### config.mk
export PLATFORM = sky130hd
export DESIGN_NAME = median3x3_filter_core
export DESIGN_NICKNAME = d
export VERILOG_FILES = /design/src/hw/rtl/mf3_pkg.sv /design/src/hw/rtl/mf3_front.sv /design/src/hw/rtl/mf3_queue.sv /design/src/hw/rtl/mf3_back.sv /design/src/hw/rtl/median3x3_filter_core.sv
export SDC_FILE = /design/constraint.sdc
export NUM_CORES = 2
export LEC_CHECK = 0
export BUFFER_PORTS_ARGS = -buffer_cell sky130_fd_sc_hd__buf_2
export CORE_MARGIN = 2
export CORE_UTILIZATION = 60
export CTS_BUF_LIST = sky130_fd_sc_hd__clkbuf_8
export DETAILED_ROUTE_END_ITERATION = 8
export PLACE_DENSITY = 0.76
export SLEW_MARGIN = 20
export SYNTH_ARGS = -nofsm -noshare
export SYNTH_HDL_FRONTEND = slang
export SYNTH_SLANG_ARGS = --single-unit
export TNS_END_PERCENT = 20
### constraint.sdc
create_clock -name clk -period 9.3 [get_ports clk]
set_input_delay 1.395 -clock clk [delete_from_list [all_inputs] [get_ports clk]]
set_output_delay 1.395 -clock clk [all_outputs]
set_load 0.005 [all_outputs]
### src/hw/rtl/mf3_pkg.sv
package mf3_pkg;

	localparam int MAX_WIDTH  = 128;
	localparam int MAX_HEIGHT = 128;
	localparam int PIX_W      = 8;
	localparam int DIM_W      = 8;
	localparam int COL_W      = $clog2(MAX_WIDTH);
	localparam int ROW_W      = $clog2(MAX_HEIGHT);
	localparam int MIN_DIM    = 3;
	localparam int TAPS       = 9;
	localparam int WIN_REGS   = 6;

	localparam int QUEUE_DEPTH = 4;
	localparam int QPTR_W      = $clog2(QUEUE_DEPTH);
	localparam int QLVL_W      = $clog2(QUEUE_DEPTH + 1);

	localparam int CFG_IDX_W   = 1;
	localparam int OUT_FIELDS_W = PIX_W + COL_W + ROW_W;
	localparam int OUT_TDATA_W  = ((OUT_FIELDS_W + 7) / 8) * 8;

	typedef enum logic [CFG_IDX_W-1:0] {
		REG_FRAME_WIDTH  = 1'b0,
		REG_FRAME_HEIGHT = 1'b1
	} cfg_reg_t;

	typedef logic [PIX_W-1:0] pix_t;

	// One 3x3 window with the position of its centre
	typedef struct packed {
		logic [TAPS-1:0][PIX_W-1:0] taps;
		logic [COL_W-1:0]           col;
		logic [ROW_W-1:0]           row;
		logic                       last;
	} win_item_t;

	// Low, middle and high of one sorted triple
	typedef struct packed {
		pix_t lo;
		pix_t md;
		pix_t hi;
	} triple_t;

	typedef struct packed {
		pix_t             median;
		logic [COL_W-1:0] col;
		logic [ROW_W-1:0] row;
		logic             last;
	} result_t;

	function automatic pix_t min2(input pix_t a, input pix_t b);
		return (a < b) ? a : b;
	endfunction

	function automatic pix_t max2(input pix_t a, input pix_t b);
		return (a < b) ? b : a;
	endfunction

	function automatic pix_t min3(input pix_t a, input pix_t b, input pix_t c);
		return min2(min2(a, b), c);
	endfunction

	function automatic pix_t max3(input pix_t a, input pix_t b, input pix_t c);
		return max2(max2(a, b), c);
	endfunction

	function automatic pix_t med3(input pix_t a, input pix_t b, input pix_t c);
		return max2(min2(a, b), min2(max2(a, b), c));
	endfunction

	function automatic logic [DIM_W-1:0] clamp_dim(input logic [DIM_W-1:0] v,
			input logic [DIM_W-1:0] hi);
		if (v < DIM_W'(MIN_DIM))
			return DIM_W'(MIN_DIM);
		if (v > hi)
			return hi;
		return v;
	endfunction

endpackage

### src/hw/rtl/mf3_front.sv
module mf3_front (
	input  logic                            clk,
	input  logic                            arst_n,
	input  logic                            restart,
	input  logic [mf3_pkg::DIM_W-1:0]       frame_w,
	input  logic [mf3_pkg::DIM_W-1:0]       frame_h,
	input  logic                            pix_valid,
	output logic                            pix_ready,
	input  mf3_pkg::pix_t                   pix,
	input  logic [mf3_pkg::QLVL_W-1:0]      q_level,
	output logic                            push,
	output mf3_pkg::win_item_t              push_item
);

	logic [mf3_pkg::COL_W-1:0] col_q;
	logic [mf3_pkg::ROW_W-1:0] row_q;
	logic                      accept;
	logic                      last_col;
	logic                      last_row;

	mf3_pkg::pix_t upper_mem  [mf3_pkg::MAX_WIDTH];
	mf3_pkg::pix_t middle_mem [mf3_pkg::MAX_WIDTH];
	mf3_pkg::pix_t upper_rd_q;
	mf3_pkg::pix_t middle_rd_q;

	logic                      valid_s1;
	mf3_pkg::pix_t             pix_s1;
	logic [mf3_pkg::COL_W-1:0] col_s1;
	logic [mf3_pkg::ROW_W-1:0] row_s1;
	logic                      emit_s1;
	logic                      last_s1;

	mf3_pkg::pix_t win_q [mf3_pkg::WIN_REGS];

	// Room for the item in flight in s1 as well as this one
	assign pix_ready = ((mf3_pkg::QLVL_W + 1)'(q_level) + (mf3_pkg::QLVL_W + 1)'(valid_s1))
		< (mf3_pkg::QLVL_W + 1)'(mf3_pkg::QUEUE_DEPTH);
	assign accept    = pix_valid && pix_ready;
	assign last_col  = (mf3_pkg::DIM_W'(col_q) == frame_w - mf3_pkg::DIM_W'(1));
	assign last_row  = (mf3_pkg::DIM_W'(row_q) == frame_h - mf3_pkg::DIM_W'(1));

	always_ff @(posedge clk or negedge arst_n) begin
		if (!arst_n) begin
			col_q <= '0;
			row_q <= '0;
		end else if (restart) begin
			col_q <= '0;
			row_q <= '0;
		end else if (accept) begin
			if (last_col) begin
				col_q <= '0;
				row_q <= last_row ? '0 : row_q + mf3_pkg::ROW_W'(1);
			end else begin
				col_q <= col_q + mf3_pkg::COL_W'(1);
			end
		end
	end

	// Line store read in s0, write-back in s1; consecutive pixels never share a column
	always_ff @(posedge clk) begin
		if (accept) begin
			upper_rd_q  <= upper_mem[col_q];
			middle_rd_q <= middle_mem[col_q];
		end
		if (valid_s1) begin
			upper_mem[col_s1]  <= middle_rd_q;
			middle_mem[col_s1] <= pix_s1;
		end
	end

	always_ff @(posedge clk or negedge arst_n) begin
		if (!arst_n) begin
			valid_s1 <= 1'b0;
		end else begin
			valid_s1 <= accept;
		end
	end

	always_ff @(posedge clk) begin
		if (accept) begin
			pix_s1  <= pix;
			col_s1  <= col_q;
			row_s1  <= row_q;
			emit_s1 <= (col_q >= mf3_pkg::COL_W'(2)) && (row_q >= mf3_pkg::ROW_W'(2));
			last_s1 <= last_col && last_row;
		end
	end

	always_ff @(posedge clk or negedge arst_n) begin
		if (!arst_n) begin
			for (int i = 0; i < mf3_pkg::WIN_REGS; i++)
				win_q[i] <= '0;
		end else if (restart) begin
			for (int i = 0; i < mf3_pkg::WIN_REGS; i++)
				win_q[i] <= '0;
		end else if (valid_s1) begin
			win_q[0] <= win_q[3];
			win_q[1] <= win_q[4];
			win_q[2] <= win_q[5];
			win_q[3] <= upper_rd_q;
			win_q[4] <= middle_rd_q;
			win_q[5] <= pix_s1;
		end
	end

	assign push = valid_s1 && emit_s1;

	always_comb begin
		push_item.taps[0] = win_q[0];
		push_item.taps[1] = win_q[3];
		push_item.taps[2] = upper_rd_q;
		push_item.taps[3] = win_q[1];
		push_item.taps[4] = win_q[4];
		push_item.taps[5] = middle_rd_q;
		push_item.taps[6] = win_q[2];
		push_item.taps[7] = win_q[5];
		push_item.taps[8] = pix_s1;
		push_item.col     = col_s1 - mf3_pkg::COL_W'(1);
		push_item.row     = row_s1 - mf3_pkg::ROW_W'(1);
		push_item.last    = last_s1;
	end

endmodule

### src/hw/rtl/mf3_queue.sv
module mf3_queue (
	input  logic                       clk,
	input  logic                       arst_n,
	input  logic                       push,
	input  mf3_pkg::win_item_t         push_item,
	input  logic                       pop,
	output logic                       head_valid,
	output mf3_pkg::win_item_t         head_item,
	output logic [mf3_pkg::QLVL_W-1:0] level
);

	mf3_pkg::win_item_t         slot_q [mf3_pkg::QUEUE_DEPTH];
	logic [mf3_pkg::QPTR_W-1:0] wr_ptr_q;
	logic [mf3_pkg::QPTR_W-1:0] rd_ptr_q;
	logic [mf3_pkg::QLVL_W-1:0] level_q;
	logic                       do_pop;

	function automatic logic [mf3_pkg::QPTR_W-1:0] ptr_next(
			input logic [mf3_pkg::QPTR_W-1:0] p);
		return (p == mf3_pkg::QPTR_W'(mf3_pkg::QUEUE_DEPTH - 1)) ? '0
			: p + mf3_pkg::QPTR_W'(1);
	endfunction

	assign head_valid = (level_q != '0);
	assign head_item  = slot_q[rd_ptr_q];
	assign level      = level_q;
	assign do_pop     = pop && head_valid;

	always_ff @(posedge clk) begin
		if (push)
			slot_q[wr_ptr_q] <= push_item;
	end

	always_ff @(posedge clk or negedge arst_n) begin
		if (!arst_n) begin
			wr_ptr_q <= '0;
			rd_ptr_q <= '0;
			level_q  <= '0;
		end else begin
			if (push)
				wr_ptr_q <= ptr_next(wr_ptr_q);
			if (do_pop)
				rd_ptr_q <= ptr_next(rd_ptr_q);
			if (push && !do_pop)
				level_q <= level_q + mf3_pkg::QLVL_W'(1);
			else if (do_pop && !push)
				level_q <= level_q - mf3_pkg::QLVL_W'(1);
		end
	end

endmodule

### src/hw/rtl/mf3_back.sv
module mf3_back (
	input  logic               clk,
	input  logic               arst_n,
	input  logic               head_valid,
	input  mf3_pkg::win_item_t head_item,
	output logic               pop,
	output logic               res_valid,
	input  logic               res_ready,
	output mf3_pkg::result_t   res
);

	// Stage 1: sort each triple
	logic                      valid_s1;
	mf3_pkg::triple_t [2:0]    tri_s1;
	logic [mf3_pkg::COL_W-1:0] col_s1;
	logic [mf3_pkg::ROW_W-1:0] row_s1;
	logic                      last_s1;

	// Stage 2: max of lows, median of middles, min of highs
	logic                      valid_s2;
	mf3_pkg::pix_t             lo_s2;
	mf3_pkg::pix_t             md_s2;
	mf3_pkg::pix_t             hi_s2;
	logic [mf3_pkg::COL_W-1:0] col_s2;
	logic [mf3_pkg::ROW_W-1:0] row_s2;
	logic                      last_s2;

	logic                      res_valid_q;
	mf3_pkg::result_t          res_q;

	logic ready_out;
	logic ready_s2;
	logic ready_s1;

	assign ready_out = !res_valid_q || res_ready;
	assign ready_s2  = !valid_s2 || ready_out;
	assign ready_s1  = !valid_s1 || ready_s2;
	assign pop       = head_valid && ready_s1;

	always_ff @(posedge clk or negedge arst_n) begin
		if (!arst_n) begin
			valid_s1    <= 1'b0;
			valid_s2    <= 1'b0;
			res_valid_q <= 1'b0;
		end else begin
			if (ready_s1)
				valid_s1 <= head_valid;
			if (ready_s2)
				valid_s2 <= valid_s1;
			if (ready_out)
				res_valid_q <= valid_s2;
		end
	end

	always_ff @(posedge clk) begin
		if (pop) begin
			for (int g = 0; g < 3; g++) begin
				tri_s1[g].lo <= mf3_pkg::min3(head_item.taps[3*g], head_item.taps[3*g+1],
					head_item.taps[3*g+2]);
				tri_s1[g].md <= mf3_pkg::med3(head_item.taps[3*g], head_item.taps[3*g+1],
					head_item.taps[3*g+2]);
				tri_s1[g].hi <= mf3_pkg::max3(head_item.taps[3*g], head_item.taps[3*g+1],
					head_item.taps[3*g+2]);
			end
			col_s1  <= head_item.col;
			row_s1  <= head_item.row;
			last_s1 <= head_item.last;
		end
		if (valid_s1 && ready_s2) begin
			lo_s2   <= mf3_pkg::max3(tri_s1[0].lo, tri_s1[1].lo, tri_s1[2].lo);
			md_s2   <= mf3_pkg::med3(tri_s1[0].md, tri_s1[1].md, tri_s1[2].md);
			hi_s2   <= mf3_pkg::min3(tri_s1[0].hi, tri_s1[1].hi, tri_s1[2].hi);
			col_s2  <= col_s1;
			row_s2  <= row_s1;
			last_s2 <= last_s1;
		end
		if (valid_s2 && ready_out) begin
			res_q.median <= mf3_pkg::med3(lo_s2, md_s2, hi_s2);
			res_q.col    <= col_s2;
			res_q.row    <= row_s2;
			res_q.last   <= last_s2;
		end
	end

	assign res_valid = res_valid_q;
	assign res       = res_q;

endmodule

### src/hw/rtl/median3x3_filter_core.sv
// 3x3 median filter for 8-bit grayscale frames streamed in raster order. One pixel
// transfer per clock is sustained while results are taken: each line store is read at
// the incoming column and written back the cycle after, one access of each kind per
// cycle, and the median network is a three-stage pipeline that also takes one window
// per cycle unless m_tready stalls it. A pixel at row 2 or later and column 2 or later
// yields one result, the median of the window centred one row up and one column left;
// border pixels yield nothing. A four-entry queue between the window builder and the
// median pipeline lets the output stall without stopping input at once: s_tready
// drops only when the queue plus the pixel in flight would fill it. Writing
// frame_width (index 0) or frame_height (index 1) restarts the frame; values below 3
// are taken as 3 and above 128 as 128. Write configuration only while no results are
// pending. The line stores are not cleared at reset and need no clearing pass: every
// entry that feeds a result is written earlier in the same frame.
module median3x3_filter_core (
	input  logic                                clk,
	input  logic                                arst_n,
	// slave side: [7:0] pixel_in
	input  logic                                s_tvalid,
	output logic                                s_tready,
	input  logic [mf3_pkg::PIX_W-1:0]           s_tdata,
	// master side: [7:0] median_value, [14:8] center_col, [21:15] center_row, rest zero
	output logic                                m_tvalid,
	input  logic                                m_tready,
	output logic [mf3_pkg::OUT_TDATA_W-1:0]     m_tdata,
	output logic                                m_tlast,
	// configuration write port
	input  logic                                cfg_we,
	input  logic [mf3_pkg::CFG_IDX_W-1:0]       cfg_index,
	input  logic [mf3_pkg::DIM_W-1:0]           cfg_data
);

	localparam int PAD_W = mf3_pkg::OUT_TDATA_W - mf3_pkg::OUT_FIELDS_W;

	logic [mf3_pkg::DIM_W-1:0]  frame_w_q;
	logic [mf3_pkg::DIM_W-1:0]  frame_h_q;
	logic                       restart;

	logic                       push;
	mf3_pkg::win_item_t         push_item;
	logic                       pop;
	logic                       head_valid;
	mf3_pkg::win_item_t         head_item;
	logic [mf3_pkg::QLVL_W-1:0] q_level;
	mf3_pkg::result_t           res;

	// Any write restarts the frame
	assign restart = cfg_we;

	// Hold the clamped sizes; the clamp is applied once at write time
	always_ff @(posedge clk or negedge arst_n) begin
		if (!arst_n) begin
			frame_w_q <= mf3_pkg::DIM_W'(mf3_pkg::MAX_WIDTH);
			frame_h_q <= mf3_pkg::DIM_W'(mf3_pkg::MAX_HEIGHT);
		end else if (cfg_we) begin
			unique case (mf3_pkg::cfg_reg_t'(cfg_index))
				mf3_pkg::REG_FRAME_WIDTH: begin
					frame_w_q <= mf3_pkg::clamp_dim(cfg_data,
						mf3_pkg::DIM_W'(mf3_pkg::MAX_WIDTH));
				end
				mf3_pkg::REG_FRAME_HEIGHT: begin
					frame_h_q <= mf3_pkg::clamp_dim(cfg_data,
						mf3_pkg::DIM_W'(mf3_pkg::MAX_HEIGHT));
				end
				default: begin
				end
			endcase
		end
	end

	// Front: position counters, line stores and the sliding window
	mf3_front u_front (
		.clk       (clk),
		.arst_n    (arst_n),
		.restart   (restart),
		.frame_w   (frame_w_q),
		.frame_h   (frame_h_q),
		.pix_valid (s_tvalid),
		.pix_ready (s_tready),
		.pix       (s_tdata),
		.q_level   (q_level),
		.push      (push),
		.push_item (push_item)
	);

	// Decouple window building from the median pipeline
	mf3_queue u_queue (
		.clk        (clk),
		.arst_n     (arst_n),
		.push       (push),
		.push_item  (push_item),
		.pop        (pop),
		.head_valid (head_valid),
		.head_item  (head_item),
		.level      (q_level)
	);

	// Back: sort triples, combine, pick the median, hold it until transfer
	mf3_back u_back (
		.clk        (clk),
		.arst_n     (arst_n),
		.head_valid (head_valid),
		.head_item  (head_item),
		.pop        (pop),
		.res_valid  (m_tvalid),
		.res_ready  (m_tready),
		.res        (res)
	);

	assign m_tdata = {{PAD_W{1'b0}}, res.row, res.col, res.median};
	assign m_tlast = res.last;

endmodule

==> summary.md <==
| Metric | Value |
|---|---|
| Outcome | completed |
| Total Nets Final | between 5,000 and 6,000 |
| Die Span Y | around 430 um |
| Max Fclk | between 100 and 150 MHz |
| Root buffer cell | clkbuf_8 |
| Combinational Power Share | 34.8% |
| # rows | approximately 160 |
| Area leader, netlist | edfxtp_1 |
| Post-synth top area share | about 72% |
| Slew @ Worst Pin | approximately 1100 ps |
| CTS tree | done |
| Starting density of the core | roughly three fifths |
| Placed cells | around 7,600 |
| Int Pwr | between 20 and 30 mW |
| Clk_lat worst skew | about 1100 ps |
| Max H-tree Level | 5 |
| Fill cells | about 11,000 |
| Layout area overhead | 11.03% |
| Final setup viols | 0 |
| # hold bufs at CTS | 0 |
| Synthesized area | between 0.1 and 0.15 mm^2 |
| RSZ-0062 raised after global routing | false |
| Worst r2r path cells | 19 |
| Crit path kind | reg -> reg |
| Sw Share | 33.20% |
| Cell area after layout | ~0.12 mm^2 |
| Count of cell types in the netlist | 79 |
| Overall power | ~38 mW |
| IO Pins | 49 |
| Ys async rst share | under 10% |
| Total net switching power | about 13 mW |
| Crit path launch type | flip-flop |
| Routed len/inst | between 20 and 30 um |
| Final Skew | around 66 ps |
| Clock Power Share | 24.2% |
| Flops & latches, synth | 2,674 |
| Slew margin rel. | between 20% and 30% |
| CP Max Fanout | between 40 and 50 |
| CP Data Required Time | 10,200 ps |
| Total GRT Usage | 26.14% |
| Placed Area | approximately 0.11 mm^2 |
| Setup repair bufs after CTS | 0 |
| Number of synthesized flops with an enable pin | between 2,000 and 3,000 |
| Fin. Hold Viols | 0 |
| Routed Antenna Nets | 0 |
| Vias in the first global route | between 50,000 and 60,000 |
| Worst reg-to-reg setup slack | 1850 ps |
| First-pass GRT wire length | between 300,000 and 400,000 um |
| Sum Neg Setup Slack | 0 ps |
| Post-Syn Instances | about 5,200 |
| Clock sink count | approximately 2,700 |
| Hold WC Path Type | in -> async |
| Seq pwr share | about two fifths |
| Via density | between 6 and 7 |
| Core area | 0.1784 mm^2 |
| Worst path arrival time | between 8000 and 9000 ps |
| Clock transition at the registers of the reported paths | about 60 ps |
| Hpwl dp | 139,600 um |
| Reg-to-Reg End | u_back.tri_s1[8]$_DFFE_PP_ |
| TritonCTS Buffers | around 420 |
| Leakage | 39.68 nW |
| Final period util | 80.10% |
| CTS resizes | 0 |
| Peak VDD IR | ~0.00027 V |
| Total grt overflow | 0 |
| Top FF cell, synth | edfxtp_1 |
| PwrDens | between 300 and 400 mW/mm^2 |
| Total number of vias | 53,270 |
| Hold Worst Slack | roughly 320 ps |
| Die Wd | approximately 430 um |
| Number of remaining DRC errors | 0 |
| GPL Wtd Cong | 0.8668 |
| Tmin final | 7449 ps |
| First DRT Iteration DRCs | 6,003 |
| Max-cap violations | 0 |
| Sequential fraction of the synthesis area | between 70% and 80% |
| Worst slack at placement | between 1500 and 2000 ps |
| Final cell count without fillers | 8,336 |
| Synth Area per Inst | about 21 um^2 |
| Share of layout cells above drive strength 1 | between 20% and 30% |
| Post-Route WL | roughly 240,000 um |
| FF-to-FF Start | u_queue.rd_ptr_q[0]$_DFFE_PN0P_ |
| Crit path capture type | flip-flop |
| Maximum number of pins on one net before global-route repair | 145 |
| Core Util, Final | between 60% and 70% |
| Max Buffers Root-to-Sink | 4 |
| Synth warn | 0 |
| Initial antenna violation count | 6 |
| Worst setup margin | 1851 ps |
| Number of buffers added on ports | 46 |
| Die ar. | around 0.18 mm^2 |
| Synth area leaders | edfxtp_1 72%, mux4_2 15%, dfrtp_1 2.0%, ha_1 1.9%, mux2i_1 1.4% |
| Slew Viols, Final | 0 |
| DRT Pass-1 Iters | 6 |
-- critical path, stage by stage, from the launching register on --
cell and delay (ps):
dfrtp_4 960, buf_4 550, mux4_2 610, ha_1 330, and4_1 260, nand3_1 90
o21ai_1 620, buf_4 310, o21ai_0 180, ha_1 350, a21o_1 160, a21o_1 170
a21oi_1 280, nand2_1 540, mux2i_1 480, ha_1 300, and4_1 220, a21oi_1 160
o211a_1 430, mux2i_1 270
-- cell families after synthesis --
group / Yosys count / share of synthesized area (%)
XOR/XNOR: 31 / 0.2518
AO/OA/AOI/OAI: 356 / 2.111
multiplexers: 985 / 17.76
other: 1 / 0.003478
flip-flops: 2674 / 74.05
AND/OR/NAND/NOR: 588 / 2.440
adder cells (fa/ha/maj): 169 / 1.968
buffers and inverters: 391 / 1.410
-- cells in the final DEF, fill, tap and decap left out, types with 78 or more instances in the layout --
cell type,instances
nor2_1,244
edfxtp_1,2585
nand2_1,160
mux4_2,733
mux2i_1,154
clkbuf_8,446
o21ai_0,131
buf_4,207
inv_1,295
clkinv_1,83
dfrtp_1,78
mux2_2,98
ha_1,168
-- per-layer routing --
layer	wire [um]	vias up	GRT usage [%]	part of all wire, %
met4	8505	0	9.987	3.6
met3	20880	452	5.135	8.8
li1	-	22390	-	-
met5	0	-	0	0
met1	92600	27790	36.84	39
met2	114900	2629	41.22	49
-- cell type report --
class | count | area (um^2) | share of cell area, %
flip-flops and latches | 2674 | 79880 | 66.72
well taps | 2355 | 2947 | 2.461
repair buffers | 265 | 2064 | 1.724
multi-input cells | 2131 | 26500 | 22.13
clock inverters | 306 | 1615 | 1.349
inverters | 151 | 566.8 | 0.4734
clock buffers | 446 | 6138 | 5.127
diodes | 8 | 20.02 | 0.01672
-- registers in the layout (all words and copies together) (netlist names), 23 cells and up --
name                flops
u_back.res             23
u_queue.slot_q        348
u_front.push_item      48
u_front.middle_mem   1024
u_back.tri_s1          72
u_front.upper_mem    1024
-- worst max-delay path by stage --
stage	depth (start not counted)	slack [ps]	startpoint	to
2_1_floorplan	8	1950	m_tready	u_queue.level[1]$_DFFE_PN0P_
3_3_place_gp	20	1950	u_queue.rd_ptr_q[0]$_DFFE_PN0P_	u_back.tri_s1[12]$_DFFE_PP_
3_5_place_dp	20	1830	u_queue.rd_ptr_q[0]$_DFFE_PN0P_	u_back.tri_s1[8]$_DFFE_PP_
4_1_cts	20	1810	u_queue.rd_ptr_q[0]$_DFFE_PN0P_	u_back.tri_s1[8]$_DFFE_PP_
5_1_grt	20	1130	u_queue.rd_ptr_q[0]$_DFFE_PN0P_	u_back.tri_s1[8]$_DFFE_PP_
6_report	19	1850	u_queue.rd_ptr_q[0]$_DFFE_PN0P_	u_back.tri_s1[8]$_DFFE_PP_
-- power groups by stage --
| stage | Sequential [mW] | Clock (mW) | Combinational, mW |
|---|---|---|---|
| 6_report | 15.6 | 9.18 | 13.2 |
| 5_1_grt | 15.6 | 9.87 | 14.5 |
| 4_1_cts | 15.6 | 9.35 | 13.2 |
| 3_5_place_dp | 15.8 | 0 | 13.1 |
| 3_3_place_gp | 15.8 | 0 | 12.8 |
| 2_1_floorplan | 15.8 | 0 | 9.51 |
-- synth_stat cells (4+ instances only) --
| cell type | n |
|---|---|
| a211o_1 | 5 |
| a211oi_1 | 15 |
| a21o_1 | 28 |
| a21oi_1 | 75 |
| a22o_1 | 4 |
| a31oi_1 | 6 |
| and2_1 | 6 |
| and3_1 | 12 |
| and4_1 | 6 |
| buf_1 | 87 |
| buf_2 | 21 |
| buf_4 | 5 |
| clkbuf_1 | 126 |
| dfrtp_1 | 87 |
| edfxtp_1 | 2585 |
| ha_1 | 168 |
| inv_1 | 150 |
| mux2_2 | 98 |
| mux2i_1 | 154 |
| mux4_2 | 733 |
| nand2_1 | 160 |
| nand2b_1 | 17 |
| nand3_1 | 45 |
| nand4_1 | 15 |
| nor2_1 | 244 |
| nor2b_1 | 28 |
| nor3_1 | 18 |
| nor3b_1 | 9 |
| nor4_1 | 6 |
| o211ai_1 | 11 |
| o21a_1 | 18 |
| o21ai_0 | 132 |
| o21ai_1 | 9 |
| o31ai_1 | 7 |
| or2_2 | 4 |
| or3_1 | 7 |
| or4_1 | 4 |
| xnor2_1 | 18 |
| xor2_1 | 13 |
No activity file was read; power rests on OpenSTA's default activity.
